$ cat config.mk
export PLATFORM = sky130hd
export DESIGN_NAME = rgb_led_chain_serializer_top
export DESIGN_NICKNAME = d
export VERILOG_FILES = /design/src/rtl/rlcs_pkg.sv /design/src/rtl/rgb_led_chain_serializer_top.sv /design/src/rtl/rlcs_front.sv /design/src/rtl/rlcs_back.sv
export SDC_FILE = /design/constraint.sdc
export NUM_CORES = 1
export LEC_CHECK = 0
export BUFFER_PORTS_ARGS = -buffer_cell sky130_fd_sc_hd__buf_2
export CAP_MARGIN = 20
export CELL_PAD_IN_SITES_DETAIL_PLACEMENT = 1
export CELL_PAD_IN_SITES_GLOBAL_PLACEMENT = 2
export CORE_AREA = 2 2 158 222
export DETAILED_ROUTE_END_ITERATION = 16
export DIE_AREA = 0 0 160 224
export PLACE_DENSITY = 0.9
export SETUP_SLACK_MARGIN = 0.2
export SLEW_MARGIN = 20
export SYNTH_ARGS = -nofsm -noshare
export SYNTH_HDL_FRONTEND = slang
export SYNTH_SLANG_ARGS = --single-unit
$ cat constraint.sdc
create_clock -name clk -period 10.9 [get_ports clk]
set_input_delay 1.09 -clock clk [delete_from_list [all_inputs] [get_ports clk]]
set_output_delay 1.09 -clock clk [all_outputs]
set_load 0.01 [all_outputs]
$ cat src/rtl/rlcs_pkg.sv
`default_nettype none

package rlcs_pkg;

    // chain geometry
    localparam int LED_COUNT    = 4;
    localparam int BITS_PER_LED = 24;
    localparam int COLOR_W      = 24;
    localparam int LED_IDX_W    = 2;
    localparam int BIT_POS_W    = 5;

    // field and register widths
    localparam int FUNC_W      = 2;
    localparam int CHAN_W      = 8;
    localparam int BIT_TICKS_W = 8;
    localparam int LATCH_W     = 16;
    localparam int CFG_IDX_W   = 3;
    localparam int CFG_DATA_W  = 16;

    // func codes on the input word
    localparam logic [FUNC_W-1:0] FUNC_TICK    = 2'd0;
    localparam logic [FUNC_W-1:0] FUNC_SET_ONE = 2'd1;
    localparam logic [FUNC_W-1:0] FUNC_SET_ALL = 2'd2;

    // register indexes
    localparam logic [CFG_IDX_W-1:0] CFG_ZERO_HIGH = 3'd0;
    localparam logic [CFG_IDX_W-1:0] CFG_ZERO_LOW  = 3'd1;
    localparam logic [CFG_IDX_W-1:0] CFG_ONE_HIGH  = 3'd2;
    localparam logic [CFG_IDX_W-1:0] CFG_ONE_LOW   = 3'd3;
    localparam logic [CFG_IDX_W-1:0] CFG_LATCH     = 3'd4;

    typedef enum logic [1:0] {
        KIND_TICK,
        KIND_SET_ONE,
        KIND_SET_ALL,
        KIND_NOP
    } kind_t;

    typedef struct packed {
        kind_t                kind;
        logic [LED_IDX_W-1:0] led_index;
        logic [COLOR_W-1:0]   color;
    } item_t;

    // line_level sits in the lowest bit
    typedef struct packed {
        logic frame_pending;
        logic busy_res;
        logic line_level;
    } result_t;

endpackage

`default_nettype wire

$ cat src/rtl/rgb_led_chain_serializer_top.sv
`default_nettype none

// RGB LED chain serializer: keeps a GRB color for each of four LEDs and
// models the serial data line of the chain one tick word at a time.
//
// s_axis: input words. tuser = func (tick, set one LED, set all LEDs, other codes ignored).
//   A tick word advances the waveform by one time unit; a set word stores
//   a color and starts a frame when it is a real change (or the first write).
// m_axis: one result word per input word: line level, busy, frame pending.
// cfg: register writes (index, data), always ready; write only while idle.
//
// Path: an accepted word is written into the queue, then popped into the
// result register that drives m_axis_tvalid and m_axis_tdata.
// Throughput: one word per clock while m_axis is ready; the back end's state
// update is registered directly, so it then takes one queued word every cycle.
// A two-word queue sits between the input side and the back end, and the
// back end has a result register, so a stalled m_axis keeps the queue
// filling; s_axis_tready drops only once the queue is full.
// Reset: line idle, colors all ones and marked unknown, timing registers
// at their defaults (3/5 zero bit, 5/4 one bit, latch gap 400 ticks).

module rgb_led_chain_serializer_top (
    input  wire logic                             clk,
    input  wire logic                             rst_n,
    input  wire logic                             s_axis_tvalid,
    output logic                                  s_axis_tready,
    // [1:0] led_index, [9:2] green, [17:10] red, [25:18] blue, rest zero
    input  wire logic [31:0]                      s_axis_tdata,
    // [1:0] func
    input  wire logic [rlcs_pkg::FUNC_W-1:0]      s_axis_tuser,
    output logic                                  m_axis_tvalid,
    input  wire logic                             m_axis_tready,
    // [0] line_level, [1] busy_res, [2] frame_pending, rest zero
    output logic [7:0]                            m_axis_tdata,
    input  wire logic                             cfg_valid,
    output logic                                  cfg_ready,
    input  wire logic [rlcs_pkg::CFG_IDX_W-1:0]   cfg_index,
    input  wire logic [rlcs_pkg::CFG_DATA_W-1:0]  cfg_data
);

    logic              item_valid;
    logic              item_pop;
    rlcs_pkg::item_t   item;
    rlcs_pkg::result_t res;

    // config writes are always taken and land at the next clock edge
    assign cfg_ready = 1'b1;

    rlcs_front u_front (
        .clk        (clk),
        .rst_n      (rst_n),
        .in_valid   (s_axis_tvalid),
        .in_ready   (s_axis_tready),
        .func       (s_axis_tuser),
        .led_index  (s_axis_tdata[1:0]),
        .green      (s_axis_tdata[9:2]),
        .red        (s_axis_tdata[17:10]),
        .blue       (s_axis_tdata[25:18]),
        .item_valid (item_valid),
        .item       (item),
        .item_pop   (item_pop)
    );

    rlcs_back u_back (
        .clk        (clk),
        .rst_n      (rst_n),
        .cfg_valid  (cfg_valid),
        .cfg_index  (cfg_index),
        .cfg_data   (cfg_data),
        .item_valid (item_valid),
        .item       (item),
        .item_pop   (item_pop),
        .res_valid  (m_axis_tvalid),
        .res        (res),
        .res_ready  (m_axis_tready)
    );

    assign m_axis_tdata = {5'b0, res};

endmodule

`default_nettype wire

$ cat src/rtl/rlcs_front.sv
`default_nettype none

module rlcs_front (
    input  wire logic                            clk,
    input  wire logic                            rst_n,
    input  wire logic                            in_valid,
    output logic                                 in_ready,
    input  wire logic [rlcs_pkg::FUNC_W-1:0]     func,
    input  wire logic [rlcs_pkg::LED_IDX_W-1:0]  led_index,
    input  wire logic [rlcs_pkg::CHAN_W-1:0]     green,
    input  wire logic [rlcs_pkg::CHAN_W-1:0]     red,
    input  wire logic [rlcs_pkg::CHAN_W-1:0]     blue,
    output logic                                 item_valid,
    output rlcs_pkg::item_t                      item,
    input  wire logic                            item_pop
);

    rlcs_pkg::item_t q_reg [2];
    rlcs_pkg::item_t cls_item;
    logic            wr_ptr_reg, wr_ptr_next;
    logic            rd_ptr_reg, rd_ptr_next;
    logic [1:0]      count_reg, count_next;
    logic            push;

    // classify the incoming word
    always_comb
    begin
        cls_item.led_index = led_index;
        cls_item.color     = {green, red, blue};
        unique case (func)
            rlcs_pkg::FUNC_TICK:    cls_item.kind = rlcs_pkg::KIND_TICK;
            rlcs_pkg::FUNC_SET_ONE: cls_item.kind = rlcs_pkg::KIND_SET_ONE;
            rlcs_pkg::FUNC_SET_ALL: cls_item.kind = rlcs_pkg::KIND_SET_ALL;
            default:                cls_item.kind = rlcs_pkg::KIND_NOP;
        endcase
    end

    assign in_ready   = (count_reg != 2'd2);
    assign push       = in_valid && in_ready;
    assign item_valid = (count_reg != 2'd0);
    assign item       = q_reg[rd_ptr_reg];

    always_comb
    begin
        wr_ptr_next = push ? ~wr_ptr_reg : wr_ptr_reg;
        rd_ptr_next = item_pop ? ~rd_ptr_reg : rd_ptr_reg;
        count_next  = count_reg + 2'(push) - 2'(item_pop);
    end

    always_ff @(posedge clk or negedge rst_n)
    begin
        if (!rst_n)
        begin
            wr_ptr_reg <= 1'b0;
            rd_ptr_reg <= 1'b0;
            count_reg  <= 2'd0;
        end
        else
        begin
            wr_ptr_reg <= wr_ptr_next;
            rd_ptr_reg <= rd_ptr_next;
            count_reg  <= count_next;
        end
    end

    always_ff @(posedge clk)
    begin
        if (push)
        begin
            q_reg[wr_ptr_reg] <= cls_item;
        end
    end

endmodule

`default_nettype wire

$ cat src/rtl/rlcs_back.sv
`default_nettype none

module rlcs_back (
    input  wire logic                             clk,
    input  wire logic                             rst_n,
    input  wire logic                             cfg_valid,
    input  wire logic [rlcs_pkg::CFG_IDX_W-1:0]   cfg_index,
    input  wire logic [rlcs_pkg::CFG_DATA_W-1:0]  cfg_data,
    input  wire logic                             item_valid,
    input  wire rlcs_pkg::item_t                  item,
    output logic                                  item_pop,
    output logic                                  res_valid,
    output rlcs_pkg::result_t                     res,
    input  wire logic                             res_ready
);

    typedef enum logic [1:0] {
        PH_IDLE,
        PH_HIGH,
        PH_LOW,
        PH_LATCH
    } phase_t;

    localparam int CW = rlcs_pkg::COLOR_W;
    localparam int TW = rlcs_pkg::BIT_TICKS_W;
    localparam int LW = rlcs_pkg::LATCH_W;

    // config
    logic [TW-1:0] zero_high_reg, zero_low_reg, one_high_reg, one_low_reg;
    logic [LW-1:0] latch_reg;

    // LED color state
    logic [CW-1:0] store_reg  [rlcs_pkg::LED_COUNT];
    logic [CW-1:0] store_next [rlcs_pkg::LED_COUNT];
    logic [rlcs_pkg::LED_COUNT-1:0] known_reg, known_next;

    // waveform state
    phase_t                          phase_reg, phase_next;
    logic [rlcs_pkg::LED_IDX_W-1:0]  led_reg, led_next;
    logic [rlcs_pkg::BIT_POS_W-1:0]  bit_reg, bit_next;
    logic [LW-1:0]                   count_reg, count_next;
    logic                            resend_reg, resend_next;
    logic                            cur_bit_reg, cur_bit_next;

    logic                 out_valid_reg;
    rlcs_pkg::result_t    out_reg, out_next;

    logic          changed_one, changed_all, request, start_frame, start_bit;
    logic [LW:0]   cnt_inc;
    logic [TW-1:0] bit_limit;
    logic [rlcs_pkg::BIT_POS_W-1:0] sample_idx;
    phase_t        shown;

    assign item_pop  = item_valid && (!out_valid_reg || res_ready);
    assign res_valid = out_valid_reg;
    assign res       = out_reg;

    always_comb
    begin
        changed_one = !known_reg[item.led_index] || (store_reg[item.led_index] != item.color);
        changed_all = 1'b0;
        for (int i = 0; i < rlcs_pkg::LED_COUNT; i++)
        begin
            if (!known_reg[i] || (store_reg[i] != item.color))
            begin
                changed_all = 1'b1;
            end
        end
    end

    always_comb
    begin
        store_next   = store_reg;
        known_next   = known_reg;
        phase_next   = phase_reg;
        led_next     = led_reg;
        bit_next     = bit_reg;
        count_next   = count_reg;
        resend_next  = resend_reg;
        cur_bit_next = cur_bit_reg;
        request      = 1'b0;
        start_frame  = 1'b0;
        start_bit    = 1'b0;
        cnt_inc      = {1'b0, count_reg} + (LW+1)'(1);
        bit_limit    = 1'b0 ? one_high_reg : zero_high_reg;
        sample_idx   = '0;

        if (item_pop)
        begin
            unique case (item.kind)
                rlcs_pkg::KIND_TICK:
                begin
                    unique case (phase_reg)
                        PH_HIGH:
                        begin
                            bit_limit = cur_bit_reg ? one_high_reg : zero_high_reg;
                            if (cnt_inc >= (LW+1)'(bit_limit))
                            begin
                                phase_next = PH_LOW;
                                count_next = '0;
                            end
                            else
                            begin
                                count_next = cnt_inc[LW-1:0];
                            end
                        end
                        PH_LOW:
                        begin
                            bit_limit = cur_bit_reg ? one_low_reg : zero_low_reg;
                            if (cnt_inc >= (LW+1)'(bit_limit))
                            begin
                                if (bit_reg == rlcs_pkg::BIT_POS_W'(rlcs_pkg::BITS_PER_LED - 1))
                                begin
                                    bit_next = '0;
                                    if (led_reg == rlcs_pkg::LED_IDX_W'(rlcs_pkg::LED_COUNT - 1))
                                    begin
                                        led_next   = '0;
                                        phase_next = PH_LATCH;
                                        count_next = '0;
                                    end
                                    else
                                    begin
                                        led_next  = led_reg + rlcs_pkg::LED_IDX_W'(1);
                                        start_bit = 1'b1;
                                    end
                                end
                                else
                                begin
                                    bit_next  = bit_reg + rlcs_pkg::BIT_POS_W'(1);
                                    start_bit = 1'b1;
                                end
                            end
                            else
                            begin
                                count_next = cnt_inc[LW-1:0];
                            end
                        end
                        PH_LATCH:
                        begin
                            if (cnt_inc >= (LW+1)'(latch_reg))
                            begin
                                if (resend_reg)
                                begin
                                    resend_next = 1'b0;
                                    start_frame = 1'b1;
                                end
                                else
                                begin
                                    phase_next = PH_IDLE;
                                    count_next = '0;
                                end
                            end
                            else
                            begin
                                count_next = cnt_inc[LW-1:0];
                            end
                        end
                        default:
                        begin
                        end
                    endcase
                end
                rlcs_pkg::KIND_SET_ONE:
                begin
                    if (changed_one)
                    begin
                        store_next[item.led_index] = item.color;
                        known_next[item.led_index] = 1'b1;
                        request                    = 1'b1;
                    end
                end
                rlcs_pkg::KIND_SET_ALL:
                begin
                    if (changed_all)
                    begin
                        for (int i = 0; i < rlcs_pkg::LED_COUNT; i++)
                        begin
                            store_next[i] = item.color;
                        end
                        known_next = '1;
                        request    = 1'b1;
                    end
                end
                default:
                begin
                end
            endcase
        end

        // a change starts a frame now or is held for after the latch gap
        if (request)
        begin
            if (phase_reg == PH_IDLE)
            begin
                start_frame = 1'b1;
            end
            else
            begin
                resend_next = 1'b1;
            end
        end

        if (start_frame)
        begin
            led_next  = '0;
            bit_next  = '0;
            start_bit = 1'b1;
        end

        // bit value is read live from the store at the start of its high time
        if (start_bit)
        begin
            phase_next   = PH_HIGH;
            count_next   = '0;
            sample_idx   = rlcs_pkg::BIT_POS_W'(CW - 1) - bit_next;
            cur_bit_next = store_next[led_next][sample_idx];
        end

        shown = (item.kind == rlcs_pkg::KIND_TICK) ? phase_reg : phase_next;
        out_next.line_level    = (shown == PH_HIGH);
        out_next.busy_res      = (shown != PH_IDLE);
        out_next.frame_pending = resend_next;
    end

    always_ff @(posedge clk or negedge rst_n)
    begin
        if (!rst_n)
        begin
            zero_high_reg <= TW'(3);
            zero_low_reg  <= TW'(5);
            one_high_reg  <= TW'(5);
            one_low_reg   <= TW'(4);
            latch_reg     <= LW'(400);
            for (int i = 0; i < rlcs_pkg::LED_COUNT; i++)
            begin
                store_reg[i] <= '1;
            end
            known_reg     <= '0;
            phase_reg     <= PH_IDLE;
            led_reg       <= '0;
            bit_reg       <= '0;
            count_reg     <= '0;
            resend_reg    <= 1'b0;
            cur_bit_reg   <= 1'b0;
            out_valid_reg <= 1'b0;
            out_reg       <= '0;
        end
        else
        begin
            if (cfg_valid)
            begin
                unique case (cfg_index)
                    rlcs_pkg::CFG_ZERO_HIGH: zero_high_reg <= cfg_data[TW-1:0];
                    rlcs_pkg::CFG_ZERO_LOW:  zero_low_reg  <= cfg_data[TW-1:0];
                    rlcs_pkg::CFG_ONE_HIGH:  one_high_reg  <= cfg_data[TW-1:0];
                    rlcs_pkg::CFG_ONE_LOW:   one_low_reg   <= cfg_data[TW-1:0];
                    rlcs_pkg::CFG_LATCH:     latch_reg     <= cfg_data[LW-1:0];
                    default:
                    begin
                    end
                endcase
            end
            store_reg   <= store_next;
            known_reg   <= known_next;
            phase_reg   <= phase_next;
            led_reg     <= led_next;
            bit_reg     <= bit_next;
            count_reg   <= count_next;
            resend_reg  <= resend_next;
            cur_bit_reg <= cur_bit_next;
            if (item_pop)
            begin
                out_valid_reg <= 1'b1;
                out_reg       <= out_next;
            end
            else if (res_ready)
            begin
                out_valid_reg <= 1'b0;
            end
        end
    end

endmodule

`default_nettype wire

Yosys cells after proc, flatten, opt, wreduce, memory -nomap -nowiden. Memory sizes are Yosys's and may differ from the RTL's. Cells that the tools add are included.

Input bits: 58. Bits in registers: 183. Output and inout port bits: 11. Latch bits: 0. Memory bits (writable): 56. Logic and storage cells: 194. Memories: 1. Memory bits (read-only): 0.

Memory list: u_front.q_reg (words 2, width 28, read ports 1, clocked after Yosys merged registers in 0, write ports 1, line rlcs_front.sv:18) `rlcs_pkg::item_t q_reg [2];`.

Order comparisons: 9. Bitwise gates (word level): 5. Add/sub/neg operators: 6. Divide/modulo/power cells: 0. Multiplexer cells: 91. Reductions and logical operators: 34. Shift operators: 0. Eq/ne operators: 25. Multiply operators: 0.

Operators with widths (count): $mux 96 (3); $pmux 96 s2 (1); $mux 16 (9); $mux 24 (5); $ne 24x24->1 (5); $bmux 24 s2 (2); $bwmux 96 (1); $demux 24 s2 (1); $pmux 16 s3 (1); $ge 17x8->1 (2); $mux 1 (34); $mux 2 (17); $mux 5 (6); $add 16x1->17 const B (1); $ge 17x16->1 (1); $mux 8 (2); $pmux 2 s3 (2); $reduce_bool 2->1 (6); $eq 2x2->1 const B (5); $reduce_and 2->1 (5); $eq 2x1->1 const B (4); $mux 4 (2); $ne 4x3->1 const B (2); $pmux 4 s2 (1); other kinds (32) (52).

Logic depth before layout (Yosys ltp). Gate-level depths: netlist of run 1. An unclocked memory read counts as a cell.

Depth in word-level cells: 18. Gate-level depth with buffers: 21. Gate-level depth less buffers: 19.

Hierarchy. From an unflattened synthesis of run 1, not the netlist that was laid out.

Cell total of the unflattened synthesis: 1327. Area, all modules: 14247.4 µm².

By module, submodules not included: rlcs_back (cells an instance 1213, instances 1, area an instance 11920.2 µm²); rlcs_front (cells an instance 106, instances 1, area an instance 2274.7 µm²); rgb_led_chain_serializer_top (cells an instance 8, instances 1, area an instance 52.6 µm²).

Worst setup path before layout of run 1. No wires, ideal clock.

Path type: reg2reg. Start point: register u_back.cur_bit_reg. End point: register u_back.cur_bit_reg. Data required time: 10.755 ns. Period minus slack after synthesis: 4.279 ns. Slack: 6.621 ns. Cell stages (with the launch flop): 19. Buffers on the path: 3. Arrival time: 4.134 ns. Library setup time: 0.145 ns. Cells stage by stage: dfrtp_1 clkbuf_1 clkbuf_1 mux2i_1 ha_1 nor2b_1 o211ai_1 a21oi_1 o31ai_1 and2_1 clkbuf_1 a21oi_1 mux2i_1 nor2_1 a2111o_1 a211oi_2 a211oi_1 o311ai_1 o221ai_1.

Word-level cells in the longest chain between the ends: 13.

Ends and longest elaborated chain: from (decl) (line rlcs_back.sv:43) `logic cur_bit_reg, cur_bit_next;`; from (signal assigned) (line rlcs_back.sv:270) `cur_bit_reg <= cur_bit_next;`; $mux 8 * (line rlcs_back.sv:109) `bit_limit = cur_bit_reg ? one_low_reg : zero_low_reg;`; $ge 17x8->1 * (line rlcs_back.sv:110) `if (cnt_inc >= (LW+1)'(bit_limit))`; parallel branches: the longest is 11 deep, another holds $sub 5x5->5.

Every way passes the cells marked *. The select of a mux whose other input is x is not followed. A chain may end at the register's enable or synchronous reset.

Worst setup path in the final report of run 1.
Start point: register u_front.rd_ptr_reg. End point: register u_back.cur_bit_reg.

Word-level cells in the longest chain between the ends: 18.

Ends and longest elaborated chain: from (decl) (line rlcs_front.sv:21) `logic rd_ptr_reg, rd_ptr_next;`; from (signal assigned) (line rlcs_front.sv:61) `rd_ptr_reg <= rd_ptr_next;`; $mem_v2 2x28 *; parallel branches: the longest is 17 deep, another holds $sub 5x5->5.

Marks and branches as above.

==> impl_results.md, run 1 <==
- PwrDens: 286.4 nW/um^2
- Clk pwr share: between 20% and 30%
- DP HPWL: ~37000 um
- Synth cell types: 95
- Synth Cell Area: ~15000 um^2
- Final Wtd Congestion: roughly 1
- First-pass GRT wire length: 81530 um
- Util after Layout: 48.07%
- Initial DRC count: between 900 and 1000
- Area Overhead vs Synth: 10.61%
- Worst hold margin: 489.4 ps
- Root Buffer: clkbuf_16
- Sw power: 0.002057 W
- Critical path type: flip-flop to flip-flop
- Drt first pass iters: 5
- Post-synthesis cell count: 1433
- Clock buffer depth: 3
- WHS Path Cells: 2
- Number of vias per cell: 6.505
- Reg clk slew, reported paths: approximately 70 ps
- Cell Area, Placed: 15340 um^2
- Layout net count: 1562
- Diodes inserted: 0
- Finished Layout Cells: ~1900
- WP data required: ~11000 ps
- Site row count: 80
- Pin count of the biggest net entering global routing: 69
- Worst-skew pair later-pin latency: roughly 570 ps
- Vias: 12560
- CP startpoint kind: flip-flop
- Worst-path cell with the longest stage delay: nor4_1
- DRT Wirelength: 53260 um
- Max-Cap Viols: 0
- Max Slew Vio Count: 0
- Sequential element share of the synthesized area: 43.49%
- Hold Buf Count CTS: 0
- Max reg flops: 96
- RSZ-0062 raised after global routing: no
- Syn Area/Cell: about 10 um^2
- Fin crit period: 7157 ps
- Yosys Warn Count: 0
- Crit path DAT: between 7000 and 8000 ps
- EDFF count, synth: 56
- Clock Skews: ~12 ps
- H-tree Lvls: 1
- Die footprint: 35840 um^2
- Critical path peak fanout: 37
- Hold Startpoint: u_back.res[0]
- Post-cts resize count: 0
- Setup_tns: 0 ps
- Post-route clock period utilization: 65.66%
- Wirelength per Cell: 27.58 um
- Post-CTS Setup Bufs: 0
- DIE HEIGHT: 224 um
- Tot GR Track Use: about 30%
- Starting density of the core: 43.46%
- CP Cell Sequence: buf_4, mux2i_4, buf_4, mux2i_1, o221ai_1, o32ai_1, o2111ai_1, nor4_1, a21boi_1, nor3_4, nand2_4, clkinv_4, nor3_1, a2111oi_0, o41ai_1, a31oi_1, o221ai_1
- Peak Freq: 139.7 MHz
- Post-route ant nets: 0
- Hold crit path type: flip-flop to flip-flop
- Worst setup EP type: flip-flop
- Worst R2R Path Depth: 17
- Layout cells sized above 1: 22.84%
- Vias in the first global route: approximately 13000
- Internal: between 0.002 and 0.003 W
- FF+latch count, synth: between 200 and 250
- Io pins: 69
- Endpoints failing setup: 0
- R2r startpoint: u_front.rd_ptr_reg
- P_leak: around 6.5 nW
- CORE AREA: between 30000 and 40000 um^2
- Combinational cell fraction of total power: 47.0%
- Sink Count: 239
- Async set or reset register ratio after synthesis: 76.57%
- Number of CTS-inserted buffers: 26
- DRC viols: 0
- Ys flop type: dfstp_2
- Hold Path End: u_back.res[0]
- VDD IR max: around 140 uV
- Initial antenna violation count: 0
- RR Endpoint: u_back.cur_bit_reg
- Sw Share: 44.15%
- Status: finished clean
- Die width: 160 um
- Hold Vio Cnt, Final: 0
- Cell Count Post-Placement: roughly 1900
- R2R Setup Slk: 3740 ps
- Flop pwr share: 32.3%
- Largest stage delay on the critical path: 920 ps
- Final Cell Area: 16260 um^2
- Port bufs: 56
- Rel. slew slack: 27.85%
- Tightest Pin Transition: 1072 ps
- CTS tree: done
- Grt total ovfl: 0
## cell usage in the layout (no fill, tap or decap), types with 7 or more instances in the layout
master | Yosys | layout
o211ai_1 | 12 | 12
o21a_1 | 12 | 12
o31ai_1 | 11 | 11
nor2b_1 | 9 | 9
a221oi_1 | 28 | 28
inv_1 | 49 | 49
or3_1 | 9 | 9
a31oi_1 | 9 | 9
xnor2_1 | 52 | 52
nand4_1 | 24 | 24
a22oi_1 | 12 | 12
a21o_1 | 14 | 14
edfxtp_1 | 56 | 56
xor2_1 | 15 | 15
clkbuf_16 | 0 | 28
nand2_1 | 121 | 121
o21ai_1 | 7 | 7
o2111ai_1 | 9 | 9
nand2b_1 | 16 | 16
ha_1 | 44 | 44
and3_1 | 18 | 18
mux2i_1 | 65 | 65
a22o_1 | 49 | 49
nor2_1 | 60 | 58
a21oi_1 | 63 | 63
dfrtp_1 | 77 | 76
a211oi_1 | 13 | 13
nor3_1 | 24 | 23
nand3_1 | 41 | 41
buf_2 | 21 | 55
mux2_2 | 66 | 66
dfstp_2 | 106 | 106
o22ai_1 | 11 | 11
buf_4 | 11 | 25
o21ai_0 | 95 | 95
nor4_1 | 26 | 26
## stage by stage
step	setup WS, ps	power (W)
floorplan	6621	0.002895
global placement	4132	0.003553
detailed placement	4102	0.003621
CTS	4002	0.004605
global route	3625	0.004859
finish	3744	0.004658
## worst max-delay path, delay by kind of cell, from the launching register on
family / cells / cell delay, ps
AOI/OAI and AO/OA: 8 / 2480
and+or+nand+nor: 4 / 1800
buffers and inverters: 3 / 1360
DFF: 1 / 650
muxes: 2 / 620
## cells by family (layout without fill, tap and decap cells)
logic type | after synthesis | after routing | share of synthesized area [%]
xor gates and xnor gates | 67 | 67 | 3.991
and+or+nand+nor | 384 | 384 | 13.38
buffers and inverters | 138 | 181 | 4.434
muxes | 149 | 149 | 11.44
AOI/OAI and AO/OA | 410 | 410 | 19.48
DFF | 239 | 239 | 43.49
adders and majority gates | 44 | 44 | 3.744
other | 2 | 6 | 0.05108
## area by class of cell
type | count | area, um^2
multi-input combinational | 1060 | 7706
inverter | 52 | 200.2
timing repair buffer | 81 | 476.7
tap | 451 | 564.3
clock buffer | 33 | 759.5
sequential | 239 | 6395
clock inverter | 15 | 161.4
fill | 3812 | 17570
## power by group through the flow
stage / Sequential (W) / Combinational, W / Clock, W
floorplan: 0.00140 / 0.00150 / 0
detailed placement: 0.00150 / 0.00212 / 0
CTS: 0.00149 / 0.00213 / 0.000978
finish: 0.00150 / 0.00219 / 0.000966
global route: 0.00153 / 0.00233 / 0.00101
global placement: 0.00149 / 0.00206 / 0
## routing by layer
layer | vias to the layer above | share of wire (%) | GRT usage, %
met5 | - | 0 | 0
met4 | 0 | 8.0 | 21.39
met3 | 245 | 6.3 | 4.258
met2 | 548 | 49 | 51.57
met1 | 6318 | 36 | 33.39
li1 | 5450 | - | -
## worst max path at each step
stage,end,startpoint,cells after the start,slack (ps)
finish,u_back.cur_bit_reg,u_front.rd_ptr_reg,17,3740
global route,u_back.cur_bit_reg,u_front.rd_ptr_reg,17,3620
CTS,u_back.cur_bit_reg,u_front.rd_ptr_reg,17,4000
detailed placement,u_back.cur_bit_reg,u_front.rd_ptr_reg,16,4100
global placement,u_back.cur_bit_reg,u_front.rd_ptr_reg,17,4130
floorplan,u_back.cur_bit_reg,u_back.cur_bit_reg,18,6620
## Yosys cell counts (28+ instances only)
cell type / instances / area [um^2]
mux2_2: 66 / 743.2
o21ai_0: 95 / 475.5
nor2_1: 60 / 225.2
xnor2_1: 52 / 455.4
edfxtp_1: 56 / 1682
a221oi_1: 28 / 245.2
clkbuf_1: 46 / 172.7
ha_1: 44 / 550.5
nand3_1: 41 / 205.2
mux2i_1: 65 / 650.6
a22o_1: 49 / 429.2
dfrtp_1: 77 / 1927
nand2_1: 121 / 454.2
dfstp_2: 106 / 2785
inv_1: 49 / 183.9
a21oi_1: 63 / 315.3
Power figures use the tool's default switching activity.
==> run 2: changes to the inputs <==
- ABC_AREA: not set -> 1
- CORE_AREA: 2 2 158 222 -> 2 2 191 269
- DIE_AREA: 0 0 160 224 -> 0 0 193 271
- PLACE_DENSITY: 0.9 -> 0.82
- clock period: 10.9 -> 5.8 ns (I/O delays scaled with it)
==> run 2 against run 1 <==
  * Utilization is 11 points lower
  * Maximum frequency is 37% higher
  * Clock power is 89% higher
  * Register-to-register slack worse by 3200 ps
  * Design area is 12% higher
  * Die area is 46% higher
  * Final cell count is 51% higher
  * First-iteration DRC count is 4.9% lower
  * Sequential share of layout area is 4.3 points lower
  * Worst hold slack worse by 420 ps
  * Largest cell class unchanged
==> impl_results.md, run 2 <==
- Tightest Pin Transition: 975.7 ps
- Largest cells by area after synthesis: dfstp_2 (17%), nand2_1 (15%), dfrtp_1 (12%), edfxtp_1 (10%), inv_1 (6.9%)
- Layout net count: 2349
- WP data required: 6250 ps
- Area Overhead vs Synth: 12.02%
- Ys flop type: dfstp_2
- FF+latch count, synth: 239
- Critical path peak fanout: 19
- CTS tree: done
- Diodes inserted: 0
- Die width: 193 um
- RSZ-0062 raised after global routing: no
- Reg clk slew, reported paths: around 70 ps
- H-tree Lvls: 1
- Rel. slew slack: 34.96%
- Pre-CTS setup slack: roughly 800 ps
- Area of the multi-input gates: 8269 um^2
- Initial antenna violation count: 1
- Clock buffer depth: 3
- Finished Layout Cells: between 2000 and 3000
- Number of CTS-inserted buffers: 28
- CP Launch Point: u_front.rd_ptr_reg
- Clock Skews: between 50 and 60 ps
- Peak Freq: 192.1 MHz
- Hold Buf Count CTS: 0
- Internal: 0.006201 W
- Die footprint: around 52000 um^2
- Fin crit period: 5207 ps
- # fillers: 6244
- Vias: roughly 16000
- Starting density of the core: 32.78%
- Root Buffer: clkbuf_16
- Critical path type: flip-flop to flip-flop
- Tot GR Track Use: 26.07%
- Post-synthesis cell count: 2221
- Grt total ovfl: 0
- Post-CTS Setup Bufs: 0
- Initial DRC count: 933
- FF+latch area: 6395 um^2
- Final Wtd Congestion: 0.9476
- Hold Vio Cnt, Final: 0
- Yosys Warn Count: 0
- DRT Wirelength: 67130 um
- Worst hold margin: 69.30 ps
- Worst R2R Path Depth: 25
- Most frequent cells in the layout: nand2_1 (635), inv_1 (300), nand3_1 (155)
- Most frequent cells after synthesis: nand2_1 (637), inv_1 (300), nand3_1 (156)
- PwrDens: roughly 740 nW/um^2
- DRC viols: 0
- Sequential element share of the synthesized area: 39.20%
- Worst setup margin: 593.2 ps
- Number of vias per cell: 5.524
- Top-count cell post-synth: nand2_1
- VDD IR max: 415.8 uV
- Commonest non-fill, non-tap cell in the layout: nand2_1
- Sw power: 0.007332 W
- Synth Cell Area: 16310 um^2
- RR Endpoint: u_back.cur_bit_reg
- Sink Count: 239
- Max-Cap Viols: 0
- Syn Area/Cell: 7.343 um^2
- Io pins: 69
- Layout cells sized above 1: around 14%
- CP startpoint kind: flip-flop
- Port bufs: 56
- R2R Setup Slk: between 500 and 600 ps
- Worst-skew pair later-pin latency: 620 ps
- Endpoints failing setup: 0
- Site row count: 97
- Hold crit path type: input pin to async pin
- Synth cell types: 50
- Max reg flops: 96
- Post-cts resize count: 0
- First-pass GRT wire length: between 100000 and 150000 um
- Post-route clock period utilization: about nine tenths
- Pin count of the biggest net entering global routing: between 100 and 150
- Post-route ant nets: 0
- Clk pwr share: 13.6%
- Synth top area share: 17.08%
- DP HPWL: roughly 48000 um
- Flop pwr share: 23.2%
- EDFF count, synth: 56
- Drt first pass iters: 6
- Vias in the first global route: 17270
- Combinational cell fraction of total power: 63.3%
- Worst setup EP type: flip-flop
- Status: finished clean
- Util after Layout: 36.72%
- Sw Share: 54.18%
- CORE AREA: 49760 um^2
- DIE HEIGHT: 271 um
- Wirelength per Cell: 23.07 um
- R2r startpoint: u_front.rd_ptr_reg
- P_leak: 8.761 nW
- Async set or reset register ratio after synthesis: 76.57%
- Cell taking the most area after synthesis: dfstp_2
- Max Slew Vio Count: 0
- Crit path DAT: ~5700 ps
- Cell Count Post-Placement: 2860
- Setup_tns: 0 ps
==> run 2: power groups by stage <==
stage | registers, W | clock network [W] | logic [W]
after floorplan | 0.00296 | 0 | 0.00559
after global placement | 0.00310 | 0 | 0.00823
after detailed placement | 0.00314 | 0 | 0.00845
after CTS | 0.00312 | 0.00188 | 0.00850
after global routing | 0.00321 | 0.00192 | 0.00938
final | 0.00313 | 0.00183 | 0.00857
==> run 2: metrics by stage <==
stage | instance area, um^2 | total power (W)
2_1_floorplan | 16320 | 0.008549
3_3_place_gp | 17340 | 0.01133
3_5_place_dp | 17340 | 0.01159
4_1_cts | 18270 | 0.01350
5_1_grt | 18270 | 0.01452
6_report | 18270 | 0.01353
==> run 2: metal layers <==
layer	GRT usage (%)	part of all wire, %	up-vias
met5	0	0.019	-
met4	18.78	8.3	2
met3	2.932	4.0	196
met2	45.46	50	425
met1	29.04	38	7996
li1	-	-	7456
==> run 2: cell families after synthesis <==
family | after synthesis | share of synthesized area [%]
multiplexers | 16 | 0.9973
flip-flops | 239 | 39.20
AND/OR/NAND/NOR | 1022 | 26.47
XOR/XNOR | 38 | 2.041
adder cells (fa/ha/maj) | 44 | 3.376
other | 2 | 0.04605
AO/OA/AOI/OAI | 435 | 17.41
buffers and inverters | 425 | 10.46
==> run 2: worst max-delay path by stage <==
| stage | endpoint |
|---|---|
| finish | u_back.cur_bit_reg |
| global route | u_back.cur_bit_reg |
| CTS | u_back.cur_bit_reg |
| detailed placement | u_back.cur_bit_reg |
| global placement | u_back.cur_bit_reg |
| floorplan | u_back.cur_bit_reg |
==> run 2: cell type report <==
class | instances | area share (%)
well taps | 643 | 4.404
multi-input cells | 1561 | 45.26
clock inverters | 9 | 0.6711
clock buffers | 41 | 4.376
repair buffers | 102 | 3.815
inverters | 315 | 6.472
flip-flops and latches | 239 | 35.00
==> run 2: critical path: stages, from the launching register on <==
cell	delay, ps
dfrtp_2	560
inv_2	350
buf_4	240
nand2_1	60
nand2_1	430
nand3_1	120
o21ai_0	130
nand3_1	100
nor2_1	430
nand3_1	150
nor2_1	130
nand3_1	220
nand2_1	140
nand2_1	110
nand3_4	120
buf_4	320
nand2_2	120
nor2_2	150
buf_4	280
nand3_1	310
nand3_1	180
nand3_1	80
nand3_1	70
nand2_1	50
nand2_1	60
a21oi_1	60
